$ cat config.mk
export PLATFORM = sky130hd
export DESIGN_NAME = mmd_front
export DESIGN_NICKNAME = d
export VERILOG_FILES = /design/src/hdl/mmd_pkg.sv /design/src/hdl/mmd_front.sv
export SDC_FILE = /design/constraint.sdc
export NUM_CORES = 1
export LEC_CHECK = 0
export BUFFER_PORTS_ARGS = -buffer_cell sky130_fd_sc_hd__buf_2
export CAP_MARGIN = 20
export CORE_MARGIN = 2
export CORE_UTILIZATION = 26
export DETAILED_ROUTE_END_ITERATION = 8
export GPL_TIMING_DRIVEN = 0
export PLACE_DENSITY = 0.78
export SETUP_SLACK_MARGIN = 0.3
export SLEW_MARGIN = 20
export SYNTH_ARGS = -nofsm -noshare
export SYNTH_HDL_FRONTEND = slang
export SYNTH_SLANG_ARGS = --single-unit
export TNS_END_PERCENT = 20
$ cat constraint.sdc
create_clock -name vclk -period 0.8
set_input_delay 0 -clock vclk [all_inputs]
set_output_delay 0 -clock vclk [all_outputs]
set_load 0.05 [all_outputs]
$ cat src/hdl/mmd_pkg.sv
// Shared types, constants and address decode functions of the memory map decoder.
package mmd_pkg;

   localparam int BANK_BYTES  = 8192;
   localparam int HIGH_BYTES  = 128;
   localparam int OAM_BYTES   = 160;
   localparam int IO_BYTES    = 128;
   localparam int BANK_AW     = $clog2(BANK_BYTES);
   localparam int HIGH_AW     = $clog2(HIGH_BYTES);
   localparam int OAM_AW      = $clog2(OAM_BYTES);
   localparam int IO_AW       = $clog2(IO_BYTES);
   localparam int QUEUE_DEPTH = 2;

   localparam logic [15:0] ADDR_DMA = 16'hFF46;
   localparam logic [15:0] ADDR_DIV = 16'hFF04;
   localparam logic        KIND_READ  = 1'b0;
   localparam logic        KIND_WRITE = 1'b1;
   localparam logic [7:0]  OPEN_BUS   = 8'hFF;

   typedef enum logic [3:0] {
      RGN_CART, RGN_VRAM, RGN_WRAM, RGN_OAM, RGN_VOID,
      RGN_JOYPAD, RGN_IO, RGN_HRAM, RGN_IE
   } region_type;

   typedef enum logic [2:0] {
      ST_CLEAR, ST_IDLE, ST_FETCH, ST_DMA_RD, ST_DMA_WR
   } state_type;

   typedef enum logic [1:0] {
      FWD_NONE, FWD_CART, FWD_JOYPAD, FWD_AUDIO
   } fwd_type;

   typedef struct packed {
      logic        kind;
      logic [15:0] address;
      logic [7:0]  data;
      region_type  region;
   } entry_type;

   function automatic region_type region_of(input logic [15:0] a);
      region_type r;
      case (a) inside
         [16'h0000:16'h7FFF], [16'hA000:16'hBFFF]: r = RGN_CART;
         [16'h8000:16'h9FFF]: r = RGN_VRAM;
         [16'hC000:16'hFDFF]: r = RGN_WRAM;
         [16'hFE00:16'hFE9F]: r = RGN_OAM;
         [16'hFEA0:16'hFEFF]: r = RGN_VOID;
         16'hFF00:            r = RGN_JOYPAD;
         [16'hFF01:16'hFF7F]: r = RGN_IO;
         [16'hFF80:16'hFFFE]: r = RGN_HRAM;
         default:             r = RGN_IE;
      endcase
      return r;
   endfunction

   function automatic logic io_readable(input logic [IO_AW-1:0] off);
      logic ok;
      case (off) inside
         [7'h04:7'h07], 7'h0F, [7'h10:7'h3F], [7'h40:7'h4B],
         [7'h4F:7'h53], [7'h68:7'h7F]: ok = 1'b1;
         default: ok = 1'b0;
      endcase
      return ok;
   endfunction

   function automatic logic is_audio(input logic [15:0] a);
      return (a >= 16'hFF10) && (a <= 16'hFF3F);
   endfunction

   // Audio boot values of the I/O file.
   function automatic logic [7:0] io_default(input logic [IO_AW-1:0] off);
      logic [7:0] v;
      case (off)
         7'h10: v = 8'h80;
         7'h11: v = 8'hBF;
         7'h12: v = 8'hF3;
         7'h14: v = 8'hBF;
         7'h16: v = 8'h3F;
         7'h19: v = 8'hBF;
         7'h1A: v = 8'h7F;
         7'h1B: v = 8'hFF;
         7'h1C: v = 8'h9F;
         7'h1E: v = 8'hBF;
         7'h20: v = 8'hFF;
         7'h23: v = 8'hBF;
         7'h24: v = 8'h77;
         7'h25: v = 8'hF3;
         7'h26: v = 8'hF1;
         default: v = 8'h00;
      endcase
      return v;
   endfunction

endpackage

$ cat src/hdl/mmd_front.sv
// Front end: accepts bus transactions and tags each with its decoded region.
module mmd_front (
   input  logic               req_valid,
   output logic               req_ready,
   input  logic               req_kind,
   input  logic [15:0]        req_address,
   input  logic [7:0]         req_write_data,
   input  logic               queue_full,
   input  logic               clearing,
   output logic               push,
   output mmd_pkg::entry_type push_entry
);
   import mmd_pkg::*;

   // No transaction is taken while the back end sweeps its memories.
   assign req_ready = !queue_full && !clearing;
   assign push      = req_valid && req_ready;

   always_comb begin
      push_entry.kind    = req_kind;
      push_entry.address = req_address;
      push_entry.data    = req_write_data;
      push_entry.region  = region_of(req_address);
   end
endmodule

; ---- Word level (Yosys, flattened, before mapping)
; Index checks and enable logic that the tools add are counted.
[totals]
wordCells = 38
out_inout_bits = 31
reg_bits = 0
in_bits = 28
[classes]
n_reduce_logical = 13
n_lt_le_gt_ge = 16
n_mux = 8
eq_ne = 1
[ops]
columns = op, n
row1 = ">= comparator 16 bit, second input constant", 7
row2 = "less-or-equal comparator 16 bit, second input constant", 7
row3 = two-way mux 4 bit, 8
row4 = "equality test 16 bit, second input constant", 1
row5 = ">= comparator 16 x 1 -> 1 bit, second input constant", 1
row6 = "less-or-equal comparator 16 x 15 -> 1 bit, second input constant", 1
row7 = logical AND 1 bit, 10
row8 = logical NOT 1 bit, 2
row9 = OR reduction 2 bit, 1

; ---- Longest topological paths before layout
[logic_depth]
word_depth = 10
depth_mapped = 4
ltp_nobuf = 4

; ---- Worst setup path before layout
; No wires, ideal clock.
[synth_timing]
path_type = input to output
start = input req_address[6]
end = output push_entry[1] in the netlist's numbering
required_time_ns = 0.800
arrival_time_ns = 1.435
path_slack_ns = -0.635
cell_stages = 4
n_path_buf = 0
path_cell_list = o21a_1 a21oi_1 nor4_1 o21ai_0
[synth_lines]
columns = element, line
row1 = from (decl), mmd_front.sv:6  ; input logic [15:0] req_address,
row2 = to (decl), mmd_front.sv:11  ; output mmd_pkg::entry_type push_entry

==> summary.md <==
| Metric | Value |
|---|---|
| WHS Endpoint | `push_entry[11]` |
| Mean Syn Cell Area | `6.681 sq um` |
| Final setup fails | `4` |
| Met3 Use GR | `0` |
| Via/cell ratio | `between 4 and 5` |
| Worst Setup Path Type | `primary input to primary output` |
| Peak supply drop | `486.3 uV` |
| RSZ-0062 raised after global routing | `yes` |
| Synth Instances | `53` |
| Leak | `0.4411 nW` |
| Gpl congestion | `about 0.69` |
| Clock power share | `0` |
| Total gr overflow | `0` |
| Max-slew violation count | `0` |
| Number of sequential cells | `0` |
| Most frequent cells in the layout | `buf_4, buf_2, buf_6` |
| Fmax | `957.9 MHz` |
| Switching share of total power | `0.6280` |
| Setup TNS | `-0.7875 ns` |
| Register area share after synthesis | `0` |
| Initial antenna violation count | `0` |
| Crit path DAT | `1.04 ns` |
| IO Port Bufs | `50` |
| Switching power | `0.3967 mW` |
| Initial core utilization | `0.2756` |
| Worst Hold Path Cells | `2` |
| Internal power | `around 0.23 mW` |
| Final min period | `~1.0 ns` |
| First-pass GRT wire length | `around 1600 um` |
| Pwr Total | `0.6317 mW` |
| Seq pwr share | `0` |
| Die height | `a little over 40 um` |
| Maxcap violations | `0` |
| Status | `finished with violations` |
| Vias in the first global route | `about 400` |
| DRC viols | `0` |
| Distinct cells, synth | `18` |
| Worst min path class | `primary input to primary output` |
| CLK BUF | `0` |
| Final hold slack | `0.3012 ns` |
| Cts hold-fix bufs | `0` |
| Most common cell on crit path | `buf_8` |
| Worst Path Buf+Inv | `2` |
| M1 GR Usage | `0.1763` |
| Diodes inserted | `0` |
| DRT Pass-1 Iters | `4` |
| Post-synth net total | `81` |
| Commonest non-fill, non-tap cell in the layout | `buf_4` |
| CP Launch Type | `primary input` |
| CP delay by family, top | `simple AND/OR/NAND/NOR gates` |
| Vias | `540` |
| Maximum number of pins on one net before global-route repair | `9` |
| Worst Setup End Kind | `primary output` |
| DP Wirelength | `898.1 um` |
| Pwr Density | `approximately 760 mW/mm^2` |
| Cell row count | `13` |
| ANT nets after route | `0` |
| Met2 usage in global routing | `0.2500` |
| Crit-path slowest cell | `or4_4` |
| I/O pins | `59` |
| Top fanout value on the critical path | `4` |
| Failing checks | `negative setup slack` |
| Slew at the pin with the worst max-slew slack | `approximately 0.26 ns` |
| Comb pwr share | `1.000` |
| Critical Path RT | `0.80 ns` |
| Register area | `0 sq um` |
| Die X | `40.91 um` |
| Final #Nets | `~140` |
| Syn Std Cell Area | `354.1 sq um` |
| Die ar. | `0.001673 sq mm` |
| Core area | `about 0.0013 sq mm` |
| DR WL/cell | `9.935 um` |
| Yosys warning total | `0` |
| Final period utilization | `1.305` |
| Final wirelength | `1222 um` |
| Grt peak-use layer | `met2` |
| Max stage delay on crit path | `0.52 ns` |
| Global Route Usage Sum | `0.1328` |
| Layout cells sized above 1 | `0.8519` |
| Critical-path cell list | `buf_8 -> or4_4 -> o22ai_2 -> a21oi_2 -> nand2_2 -> buf_8` |
| HP Start | `req_write_data[7]` |
| Syn-to-layout area delta | `134.3%` |
| Initial DRC count | `4` |
| Final setup margin | `-0.2439 ns` |
| Fin. Hold Viols | `0` |
| Relative slew slack | `0.8251` |
==> synthesized netlist by cell type <==
master | number | share of area
nor4_1 | 1 | 0.018
nand4_1 | 2 | 0.035
nor2_1 | 3 | 0.032
a21oi_1 | 3 | 0.042
o2111ai_1 | 1 | 0.025
and2_1 | 1 | 0.018
nor2_4 | 1 | 0.032
or4_1 | 2 | 0.042
nor3_1 | 1 | 0.014
and4_1 | 1 | 0.025
buf_4 | 25 | 0.53
mux2i_1 | 1 | 0.028
nor3b_1 | 1 | 0.021
o21ai_0 | 2 | 0.028
o22ai_1 | 1 | 0.018
nand2_1 | 4 | 0.042
nand3_1 | 2 | 0.028
o21a_1 | 1 | 0.021
==> cell families after synthesis <==
kind of cell           after synthesis  share of synthesized area
buffers and inverters               25                     0.5300
multiplexers                         1                    0.02827
AND/OR/NAND/NOR                     19                     0.3074
AO/OA/AOI/OAI                        8                     0.1343
==> area by class of cell <==
| class | count | area (sq um) |
|---|---|---|
| timing repair buffer | 55 | 386.6 |
| multi-input combinational | 28 | 236.5 |
| buffer | 25 | 187.7 |
| fill | 113 | 455.4 |
| tap | 15 | 18.77 |
==> power groups by stage <==
stage	registers, mW	logic (mW)	clock network, mW
finish	0	0.632	0
global placement	0	0.546	0
detailed placement	0	0.552	0
floorplan	0	0.411	0
CTS	0	0.604	0
global route	0	0.663	0
==> layer usage <==
layer  vias to the layer above  part of all wire
met5                         -                 0
met2                        30              0.55
met1                       233              0.36
met4                         0            0.0049
li1                        275                 -
met3                         2             0.085
==> through the flow <==
stage	cell area (sq um)	std cells	worst slack, ns	utilization
2_1_floorplan	365.4	53	-0.1375	-
3_3_place_gp	634.4	118	-0.4102	0.4937
3_5_place_dp	634.4	118	-0.4053	0.4937
4_1_cts	764.5	121	-0.2640	0.5949
5_1_grt	829.5	123	-0.2722	0.6456
6_report	829.5	123	-0.2439	0.6456
==> how the worst max path moves through the flow <==
stage / startpoint / endpoint / cells after the start
after floorplan: req_address[1] / push_entry[0] / 4
after global placement: req_address[1] / push_entry[0] / 6
after detailed placement: req_address[10] / push_entry[3] / 6
after CTS: req_address[3] / push_entry[0] / 6
after global routing: req_address[1] / push_entry[0] / 6
final: req_address[1] / push_entry[0] / 6
==> repair_timing <==
| action | 4_1_cts | 5_1_grt |
|---|---|---|
| gates resized for setup | 26 | 15 |
| buffers inserted | 3 | 2 |
| endpoints found under the setup margin | 6 | 9 |
| pin swaps | 8 | 9 |
No activity file was read; power rests on OpenSTA's default activity.
