<file path="src/hdl/mmd_pkg.sv">
// Shared types, constants and address decode functions of the memory map decoder.
package mmd_pkg;

   localparam int BANK_BYTES  = 8192;
   localparam int HIGH_BYTES  = 128;
   localparam int OAM_BYTES   = 160;
   localparam int IO_BYTES    = 128;
   localparam int BANK_AW     = $clog2(BANK_BYTES);
   localparam int HIGH_AW     = $clog2(HIGH_BYTES);
   localparam int OAM_AW      = $clog2(OAM_BYTES);
   localparam int IO_AW       = $clog2(IO_BYTES);
   localparam int QUEUE_DEPTH = 2;

   localparam logic [15:0] ADDR_DMA = 16'hFF46;
   localparam logic [15:0] ADDR_DIV = 16'hFF04;
   localparam logic        KIND_READ  = 1'b0;
   localparam logic        KIND_WRITE = 1'b1;
   localparam logic [7:0]  OPEN_BUS   = 8'hFF;

   typedef enum logic [3:0] {
      RGN_CART, RGN_VRAM, RGN_WRAM, RGN_OAM, RGN_VOID,
      RGN_JOYPAD, RGN_IO, RGN_HRAM, RGN_IE
   } region_type;

   typedef enum logic [2:0] {
      ST_CLEAR, ST_IDLE, ST_FETCH, ST_DMA_RD, ST_DMA_WR
   } state_type;

   typedef enum logic [1:0] {
      FWD_NONE, FWD_CART, FWD_JOYPAD, FWD_AUDIO
   } fwd_type;

   typedef struct packed {
      logic        kind;
      logic [15:0] address;
      logic [7:0]  data;
      region_type  region;
   } entry_type;

   function automatic region_type region_of(input logic [15:0] a);
      region_type r;
      case (a) inside
         [16'h0000:16'h7FFF], [16'hA000:16'hBFFF]: r = RGN_CART;
         [16'h8000:16'h9FFF]: r = RGN_VRAM;
         [16'hC000:16'hFDFF]: r = RGN_WRAM;
         [16'hFE00:16'hFE9F]: r = RGN_OAM;
         [16'hFEA0:16'hFEFF]: r = RGN_VOID;
         16'hFF00:            r = RGN_JOYPAD;
         [16'hFF01:16'hFF7F]: r = RGN_IO;
         [16'hFF80:16'hFFFE]: r = RGN_HRAM;
         default:             r = RGN_IE;
      endcase
      return r;
   endfunction

   function automatic logic io_readable(input logic [IO_AW-1:0] off);
      logic ok;
      case (off) inside
         [7'h04:7'h07], 7'h0F, [7'h10:7'h3F], [7'h40:7'h4B],
         [7'h4F:7'h53], [7'h68:7'h7F]: ok = 1'b1;
         default: ok = 1'b0;
      endcase
      return ok;
   endfunction

   function automatic logic is_audio(input logic [15:0] a);
      return (a >= 16'hFF10) && (a <= 16'hFF3F);
   endfunction

   // Audio boot values of the I/O file.
   function automatic logic [7:0] io_default(input logic [IO_AW-1:0] off);
      logic [7:0] v;
      case (off)
         7'h10: v = 8'h80;
         7'h11: v = 8'hBF;
         7'h12: v = 8'hF3;
         7'h14: v = 8'hBF;
         7'h16: v = 8'h3F;
         7'h19: v = 8'hBF;
         7'h1A: v = 8'h7F;
         7'h1B: v = 8'hFF;
         7'h1C: v = 8'h9F;
         7'h1E: v = 8'hBF;
         7'h20: v = 8'hFF;
         7'h23: v = 8'hBF;
         7'h24: v = 8'h77;
         7'h25: v = 8'hF3;
         7'h26: v = 8'hF1;
         default: v = 8'h00;
      endcase
      return v;
   endfunction

endpackage

</file>
<file path="src/hdl/mmd_queue.sv">
// Short queue of decoded transactions between front and back end.
module mmd_queue (
   input  logic               clock,
   input  logic               reset,
   input  logic               push,
   input  mmd_pkg::entry_type push_entry,
   input  logic               pop,
   output mmd_pkg::entry_type head,
   output logic               full,
   output logic               empty
);
   import mmd_pkg::*;

   localparam int PW = $clog2(QUEUE_DEPTH);

   entry_type          slot_ff [QUEUE_DEPTH];
   logic [PW-1:0]      wr_ptr_ff, wr_ptr_in, rd_ptr_ff, rd_ptr_in;
   logic [PW:0]        count_ff, count_in;

   assign full  = (count_ff == (PW+1)'(QUEUE_DEPTH));
   assign empty = (count_ff == '0);
   assign head  = slot_ff[rd_ptr_ff];

   always_comb begin
      wr_ptr_in = push ? wr_ptr_ff + 1'b1 : wr_ptr_ff;
      rd_ptr_in = pop  ? rd_ptr_ff + 1'b1 : rd_ptr_ff;
      count_in  = count_ff + (PW+1)'(push) - (PW+1)'(pop);
   end

   always_ff @(posedge clock) begin
      if (reset) begin
         wr_ptr_ff <= '0;
         rd_ptr_ff <= '0;
         count_ff  <= '0;
      end else begin
         wr_ptr_ff <= wr_ptr_in;
         rd_ptr_ff <= rd_ptr_in;
         count_ff  <= count_in;
      end
   end

   always_ff @(posedge clock) begin
      if (push) begin
         slot_ff[wr_ptr_ff] <= push_entry;
      end
   end
endmodule

</file>
<file path="config.mk">
export PLATFORM = sky130hd
export DESIGN_NAME = mmd_queue
export DESIGN_NICKNAME = d
export VERILOG_FILES = /design/src/hdl/mmd_pkg.sv /design/src/hdl/mmd_queue.sv
export SDC_FILE = /design/constraint.sdc
export NUM_CORES = 1
export LEC_CHECK = 0
export BUFFER_PORTS_ARGS = -buffer_cell sky130_fd_sc_hd__clkbuf_2
export CAP_MARGIN = 0
export CORE_MARGIN = 2
export CORE_UTILIZATION = 50
export CTS_CLUSTER_SIZE = 8
export DETAILED_ROUTE_END_ITERATION = 8
export GPL_TIMING_DRIVEN = 1
export PLACE_DENSITY_LB_ADDON = 0.3
export SETUP_SLACK_MARGIN = 0.05
export SYNTH_ARGS = -nofsm -noshare
export SYNTH_HDL_FRONTEND = slang
export SYNTH_SLANG_ARGS = --single-unit
export TNS_END_PERCENT = 50
</file>
<file path="constraint.sdc">
create_clock -name clock -period 2.65 [get_ports clock]
set_input_delay 0.53 -clock clock [delete_from_list [all_inputs] [get_ports clock]]
set_output_delay 0.53 -clock clock [all_outputs]
set_load 0.02 [all_outputs]
</file>
## Word-level counts from Yosys, hierarchy flattened

Memories as Yosys holds them, arrays and structs flattened. A register that Yosys moved wholly into a read port is not among the register bits.
Index checks and enable logic that the tools add are counted.

- Word-level logic and storage cells: 14
- Output and inout port bits: 31
- Register bits after elaboration: 4
- Memories: 1
- Input port bits: 33
- RAM bits: 58

Memory list:

| memory | words | width | rd ports | clocked after Yosys merged registers in | write ports | line | text |
|---|---|---|---|---|---|---|---|
| slot_ff | 2 | 29 | 1 | 1 | 1 | mmd_queue.sv:16 | `entry_type slot_ff [QUEUE_DEPTH];` |

- Reduce and logical (&&, ||, !) cells: 1
- Muxes and demuxes: 4
- Add/sub/neg operators: 4
- Equal/unequal tests: 1

Operators with widths:

| kind | number |
|---|---|
| 2-to-1 mux 1 bit | 4 |
| adder 1 bit (second input constant) | 2 |
| adder 2 x 1 -> 2 bit | 1 |
| equality test 2 bit (second input constant) | 1 |
| logical NOT 2 bit | 1 |
| subtractor 2 x 1 -> 2 bit | 1 |

## Depth between registers and ports, before layout

Gate-level depths: netlist of the first run.

- Depth after elaboration: 3
- Mapped depth: 6

## Least setup slack after synthesis of the first run

Ideal clock, no wire load.

- Path kind: in2reg
- Start point: in push
- End point: mem slot_ff[0][0] in the netlist's numbering, enable pin
- Slack: 0.382 ns
- Setup time: 0.418 ns
- Stages on the path: 1
- Arrival time: 1.849 ns
- Required time: 2.232 ns
- Path buffers: 0
- Cells stage by stage: nor2b_1

- Word-level cells in the longest chain between the ends: 2

RTL lines:

| element | line | text |
|---|---|---|
| start, declared | mmd_queue.sv:5 | `input logic push,` |
| 2-to-1 mux 1 bit | mmd_queue.sv:43 | `if (push) begin` |
| 2-to-1 mux 1 bit (not written as such) | mmd_queue.sv:44 | `slot_ff[wr_ptr_ff] <= push_entry;` |
| end, declared | mmd_queue.sv:16 |  |

No other way between the ends.

==> results of run 1 <==
==> final cells by class <==
class / instances / area, um2
sequential: 63 / 1840
fill: 339 / 1550
multi-input combinational: 43 / 475
timing repair buffer: 67 / 358
clock buffer: 12 / 135
tap: 52 / 65.1
clock inverter: 3 / 11.3
inverter: 2 / 7.51
==> per-stage QoR <==
stage          hold slack, ns  util (%)  instances
2_1_floorplan           0.480         -        111
3_3_place_gp            0.497      61.8        227
3_5_place_dp            0.514      61.8        227
4_1_cts                 0.380      65.1        242
5_1_grt                 0.381      65.1        242
6_report                0.398      65.1        242
==> worst paths after layout <==
kind,to,cells after the start,from,slack (ns)
setup / recovery,head[21],3,flop,0.43
hold / removal,slot_ff[0][20],1,push_entry[20],0.40
setup reg to reg,slot_ff[1][26],2,wr_ptr_ff,1.13
hold reg to reg,rd_ptr_ff,2,rd_ptr_ff,0.53
==> sequential cells by signal, summed over array words and instances (netlist names), named ones only <==
register	flops
slot_ff	58
count_ff	2
rd_ptr_ff	1
wr_ptr_ff	1
==> critical path, stage by stage (launching register included) <==
cell,delay (ns)
dfxtp_1,0.58
buf_4,0.27
mux2_2,0.36
clkbuf_2,0.16
==> power groups by stage <==
| stage | combinational, mW | clock, mW | sequential [mW] |
|---|---|---|---|
| 2_1_floorplan | 0.221 | 0 | 1.20 |
| 3_3_place_gp | 0.316 | 0 | 1.20 |
| 3_5_place_dp | 0.325 | 0 | 1.21 |
| 4_1_cts | 0.326 | 0.660 | 1.19 |
| 5_1_grt | 0.345 | 0.699 | 1.19 |
| 6_report | 0.319 | 0.629 | 1.18 |
==> cells in the final DEF (no fill, tap or decap) <==
cell / n
clkbuf_2: 63
edfxtp_1: 58
mux2_2: 19
mux2_4: 10
clkbuf_8: 9
nor2_1: 5
dfxtp_1: 5
clkinv_1: 3
clkbuf_1: 3
buf_4: 3
inv_1: 2
nor2b_1: 2
xnor2_1: 2
ha_1: 2
and2_1: 1
nor2b_2: 1
xnor3_1: 1
buf_12: 1
==> synthesized netlist by cell type (all sizes together) <==
cell type	number	area share, %
edfxtp	58	74
mux2	29	15
dfxtp	5	4.3
nor2	5	0.80
buf	3	1.2
nor2b	3	0.80
ha	2	1.1
inv	2	0.32
xnor2	2	0.75
and2	1	0.27
xnor3	1	0.96
==> cells by family (layout without fill, tap and decap cells) <==
group / Yosys count / in the layout / synth area share, %
and+or+nand+nor: 9 / 9 / 1.86
DFF: 63 / 63 / 78.4
xor gates and xnor gates: 3 / 3 / 1.70
muxes: 29 / 29 / 15.5
buffers and inverters: 5 / 84 / 1.49
adders and majority gates: 2 / 2 / 1.06
==> per-layer routing <==
metal / track usage [%] / up-vias / share of wire [%]
met1: 14.6 / 574 / 37
met4: 11.3 / 0 / 1.7
met2: 25.3 / 43 / 55
li1: - / 576 / -
met5: 0 / - / 0
met3: 5.42 / 6 / 6.4
==> metrics, run 1 <==
status finished, final reports clean; Synthesis Warnings 0; Critical Path RT 2.12 ns; grt ovf 0; sequential cell area fraction in the yosys report 78.4%; syn nets 146; H-Tree Depth 3; CP Max Fanout 11; Logic pwr share 15.0%; f_max 451 MHz; DRT antenna net count 0; internal power 1.63 mW; number of global-route vias before repair 1285; max-slew violations 0; Placer Congestion 0.652; max-cap viol count 0; relative slew slack 58.5%; Reg power frac 55.5%; post-synth cell types 13; total track usage 14.9%; final hold violation count 0; P&R area growth vs syn 23.2%; layout cell share with drive strength beyond 1 55.8%; leak pwr 1.15 nW; power per cell area 737 nW/um2; nets@finish 221; initial antenna violation count 0; Post-DP Area 2750 um2; clock tree sinks 63; Detail Placement HPWL 2530 um; Critical Path Sink Type primary output; clk root buf clkbuf_8; Post-CTS Setup Bufs 0; vias 1199; Routed WL 3560 um; unrepaired setup endpoints after global routing false; Die W 72.6 um; Port Buffers 63; Post-Syn Area per Cell 21.2 um2; Tmin final 2.22 ns; final setup TNS 0 ns; Die ar. 5260 um2; core area 4440 um2; clock share of power 29.5%; Routed WL per cell 14.7 um; worst min path class input port to flop; switching share of power 23.5%; Worst-Margin Slew 0.619 ns; slack of the critical path 0.432 ns; Skew-Pair Late Insertion Delay 0.32 ns; P_sw 500 uW; Setup WS pre-CTS 0.731 ns; VDD IR-drop max 0.000440 V; Tcrit/Tclk final 83.7%; setup violators final 0; number of diodes 0; synthesized cell area 2350 um2; TritonCTS buffer count 9; CTS tree yes; Clock Skews 0.00442 ns; # resized after CTS 0; CP Class flop to primary output; Critical Path Source Type flop; pin count of the biggest net entering global routing 20; total power draw 2.13 mW; first-pass GRT wire length 5630 um; Post-CTS Hold Buffers 0; IO Pins 64; Initial Util 52.9%; Die Y 72.6 um; Via density 4.95; Clock Tree Buf Depth 2; DRT iter0 DRCs 66; clk slew on worst S/H paths 0.06 ns; Row Count 24; Critical Path AT 1.69 ns; Yosys reg bits 63; synthesized instance count 111; drt drc 0; DRT Pass-1 Iters 4; fin area 2890 um2
(Power assumes the default switching activity.)
==> run 2: changes to the inputs <==
- CORE_UTILIZATION: 50 -> 46
- clock period: 2.65 -> 1.9 ns (I/O delays scaled with it)
==> metrics, run 2 (synthesis gave the netlist of run 1 again) <==
status finished, final reports clean; Reg power frac 54.8% (-0.7 points); Post-CTS Setup Bufs 0 (unchanged); DRT Pass-1 Iters 4 (unchanged); Detail Placement HPWL 2690 um (+6.3%); # resized after CTS 0 (unchanged); CP Max Fanout 10 (-1); Skew-Pair Late Insertion Delay 0.32 ns (about the same); Routed WL 3870 um (+8.9%); switching share of power 24.2% (+0.70 points); max-slew violations 0 (unchanged); P_sw 726 uW (+45%); pin count of the biggest net entering global routing 20 (unchanged); Cell Chain, Critical Path buf_4 > mux2_2 > clkbuf_2; drt drc 0 (unchanged); Largest regs slot_ff x58, count_ff x2; max reg flops 58 (unchanged); H-Tree Depth 3 (unchanged); Critical Path RT 1.52 ns (-0.60 ns); core area 5010 um2 (+13%); Row Count 26 (+8.3%); unrepaired setup endpoints after global routing true; P&R area growth vs syn 24.8%; Crit path max-delay family flip-flops; layout cell share with drive strength beyond 1 56.3% (+0.46 points); slowest CP cell dfxtp_1; first-pass GRT wire length 5720 um (+1.6%); Critical Path AT 1.41 ns (-0.28 ns); final setup TNS 0 ns (unchanged); internal power 2.28 mW (+40%); Crit path buffers/inverters 2 (unchanged); setup violators final 0 (unchanged); DRT antenna net count 0 (unchanged); nets@finish 223 (+0.90%); TritonCTS buffer count 9 (unchanged); final hold violation count 0 (unchanged); clk root buf clkbuf_8; CTS tree yes; Post-CTS Hold Buffers 0 (unchanged); Logic pwr share 15.3% (+0.3 points); power per cell area 1030 nW/um2 (+39%); Placer Congestion 0.741 (+14%); clock share of power 29.9% (+0.4 points); CP Class flop to primary output; Most flops, register slot_ff; worst min path class input port to flop; DRT iter0 DRCs 63 (-4.5%); max-cap viol count 0 (unchanged); clk slew on worst S/H paths 0.06 ns (about the same); Die ar. 5700 um2 (+8.2%); Initial Util 46.9% (-6.0 points); number of diodes 0 (unchanged); f_max 557 MHz; Tcrit/Tclk final 94.4%; Routed WL per cell 14.8 um (+0.54%); most frequent cells in the layout clkbuf_2, edfxtp_1, mux2_2; Via density 4.65 (-6.2%); Die Y 75.5 um (+4.0%); Critical Path Sink Type primary output; grt ovf 0 (unchanged); Clock Tree Buf Depth 2 (unchanged); initial antenna violation count 0 (unchanged); Clock Skews 0.00279 ns (-0.00163 ns); Port Buffers 63 (unchanged); clock tree sinks 63 (unchanged); number of global-route vias before repair 1253 (-2.5%); Tmin final 1.79 ns; commonest non-fill, non-tap cell in the layout clkbuf_2; slowest stage delay, CP 0.37 ns (-0.21 ns); Critical Path Source Type flop; Worst-Margin Slew 0.247 ns (-0.372 ns); final core occ 58.5% (-6.6 points); VDD IR-drop max 0.000557 V (+27%); total track usage 14.7% (-0.13 points); vias 1217 (+1.5%); IO Pins 64 (unchanged); relative slew slack 83.4% (+25 points); Die W 75.5 um (+4.0%); leak pwr 1.16 nW (+0.85%)
-- run 2: changes by cell type in the layout (fill, tap and decap cells not counted) --
cell   change
buf_4      +2
-- run 2: layer usage --
metal	track usage (%)	wire length [um]	up-vias
met1	15.3	1550	586
met3	4.63	187	10
met2	25.7	2060	40
met4	9.36	74	0
met5	0	0	-
li1	-	-	581
-- run 2: worst paths after layout --
check,startpoint,to,slack (ns),depth (start not counted)
setup / recovery,flop,head[5],0.11,3
hold reg to reg,rd_ptr_ff,flop,0.58,2
setup reg to reg,count_ff[0],count_ff[1],0.70,6
hold / removal,push_entry[27],slot_ff[0][27],0.24,1
-- run 2: power by group through the flow --
| stage | clock network (mW) | registers [mW] | logic (mW) |
|---|---|---|---|
| after floorplan | 0 | 1.67 | 0.309 |
| after global placement | 0 | 1.67 | 0.453 |
| after detailed placement | 0 | 1.68 | 0.470 |
| after CTS | 0.922 | 1.65 | 0.472 |
| after global routing | 0.973 | 1.65 | 0.500 |
| final | 0.899 | 1.65 | 0.461 |
-- run 2: final cells by class --
type	instances	area (um2)
Clock inverter	3	11.3
Inverter	2	7.51
Fill cell	418	2080
Multi-Input combinational cell	43	475
Tap cell	70	87.6
Sequential cell	63	1840
Timing Repair Buffer	69	373
Clock buffer	12	135
-- run 2: per-stage QoR --
stage	setup slack (ns)	power (mW)	hold slack, ns	cells	instance area (um2)
2_1_floorplan	0.319	1.98	0.452	111	2350
3_3_place_gp	0.460	2.12	0.502	247	2790
3_5_place_dp	0.431	2.15	0.558	247	2790
4_1_cts	0.0720	3.04	0.229	262	2930
5_1_grt	0.0249	3.13	0.228	262	2930
6_report	0.106	3.01	0.245	262	2930
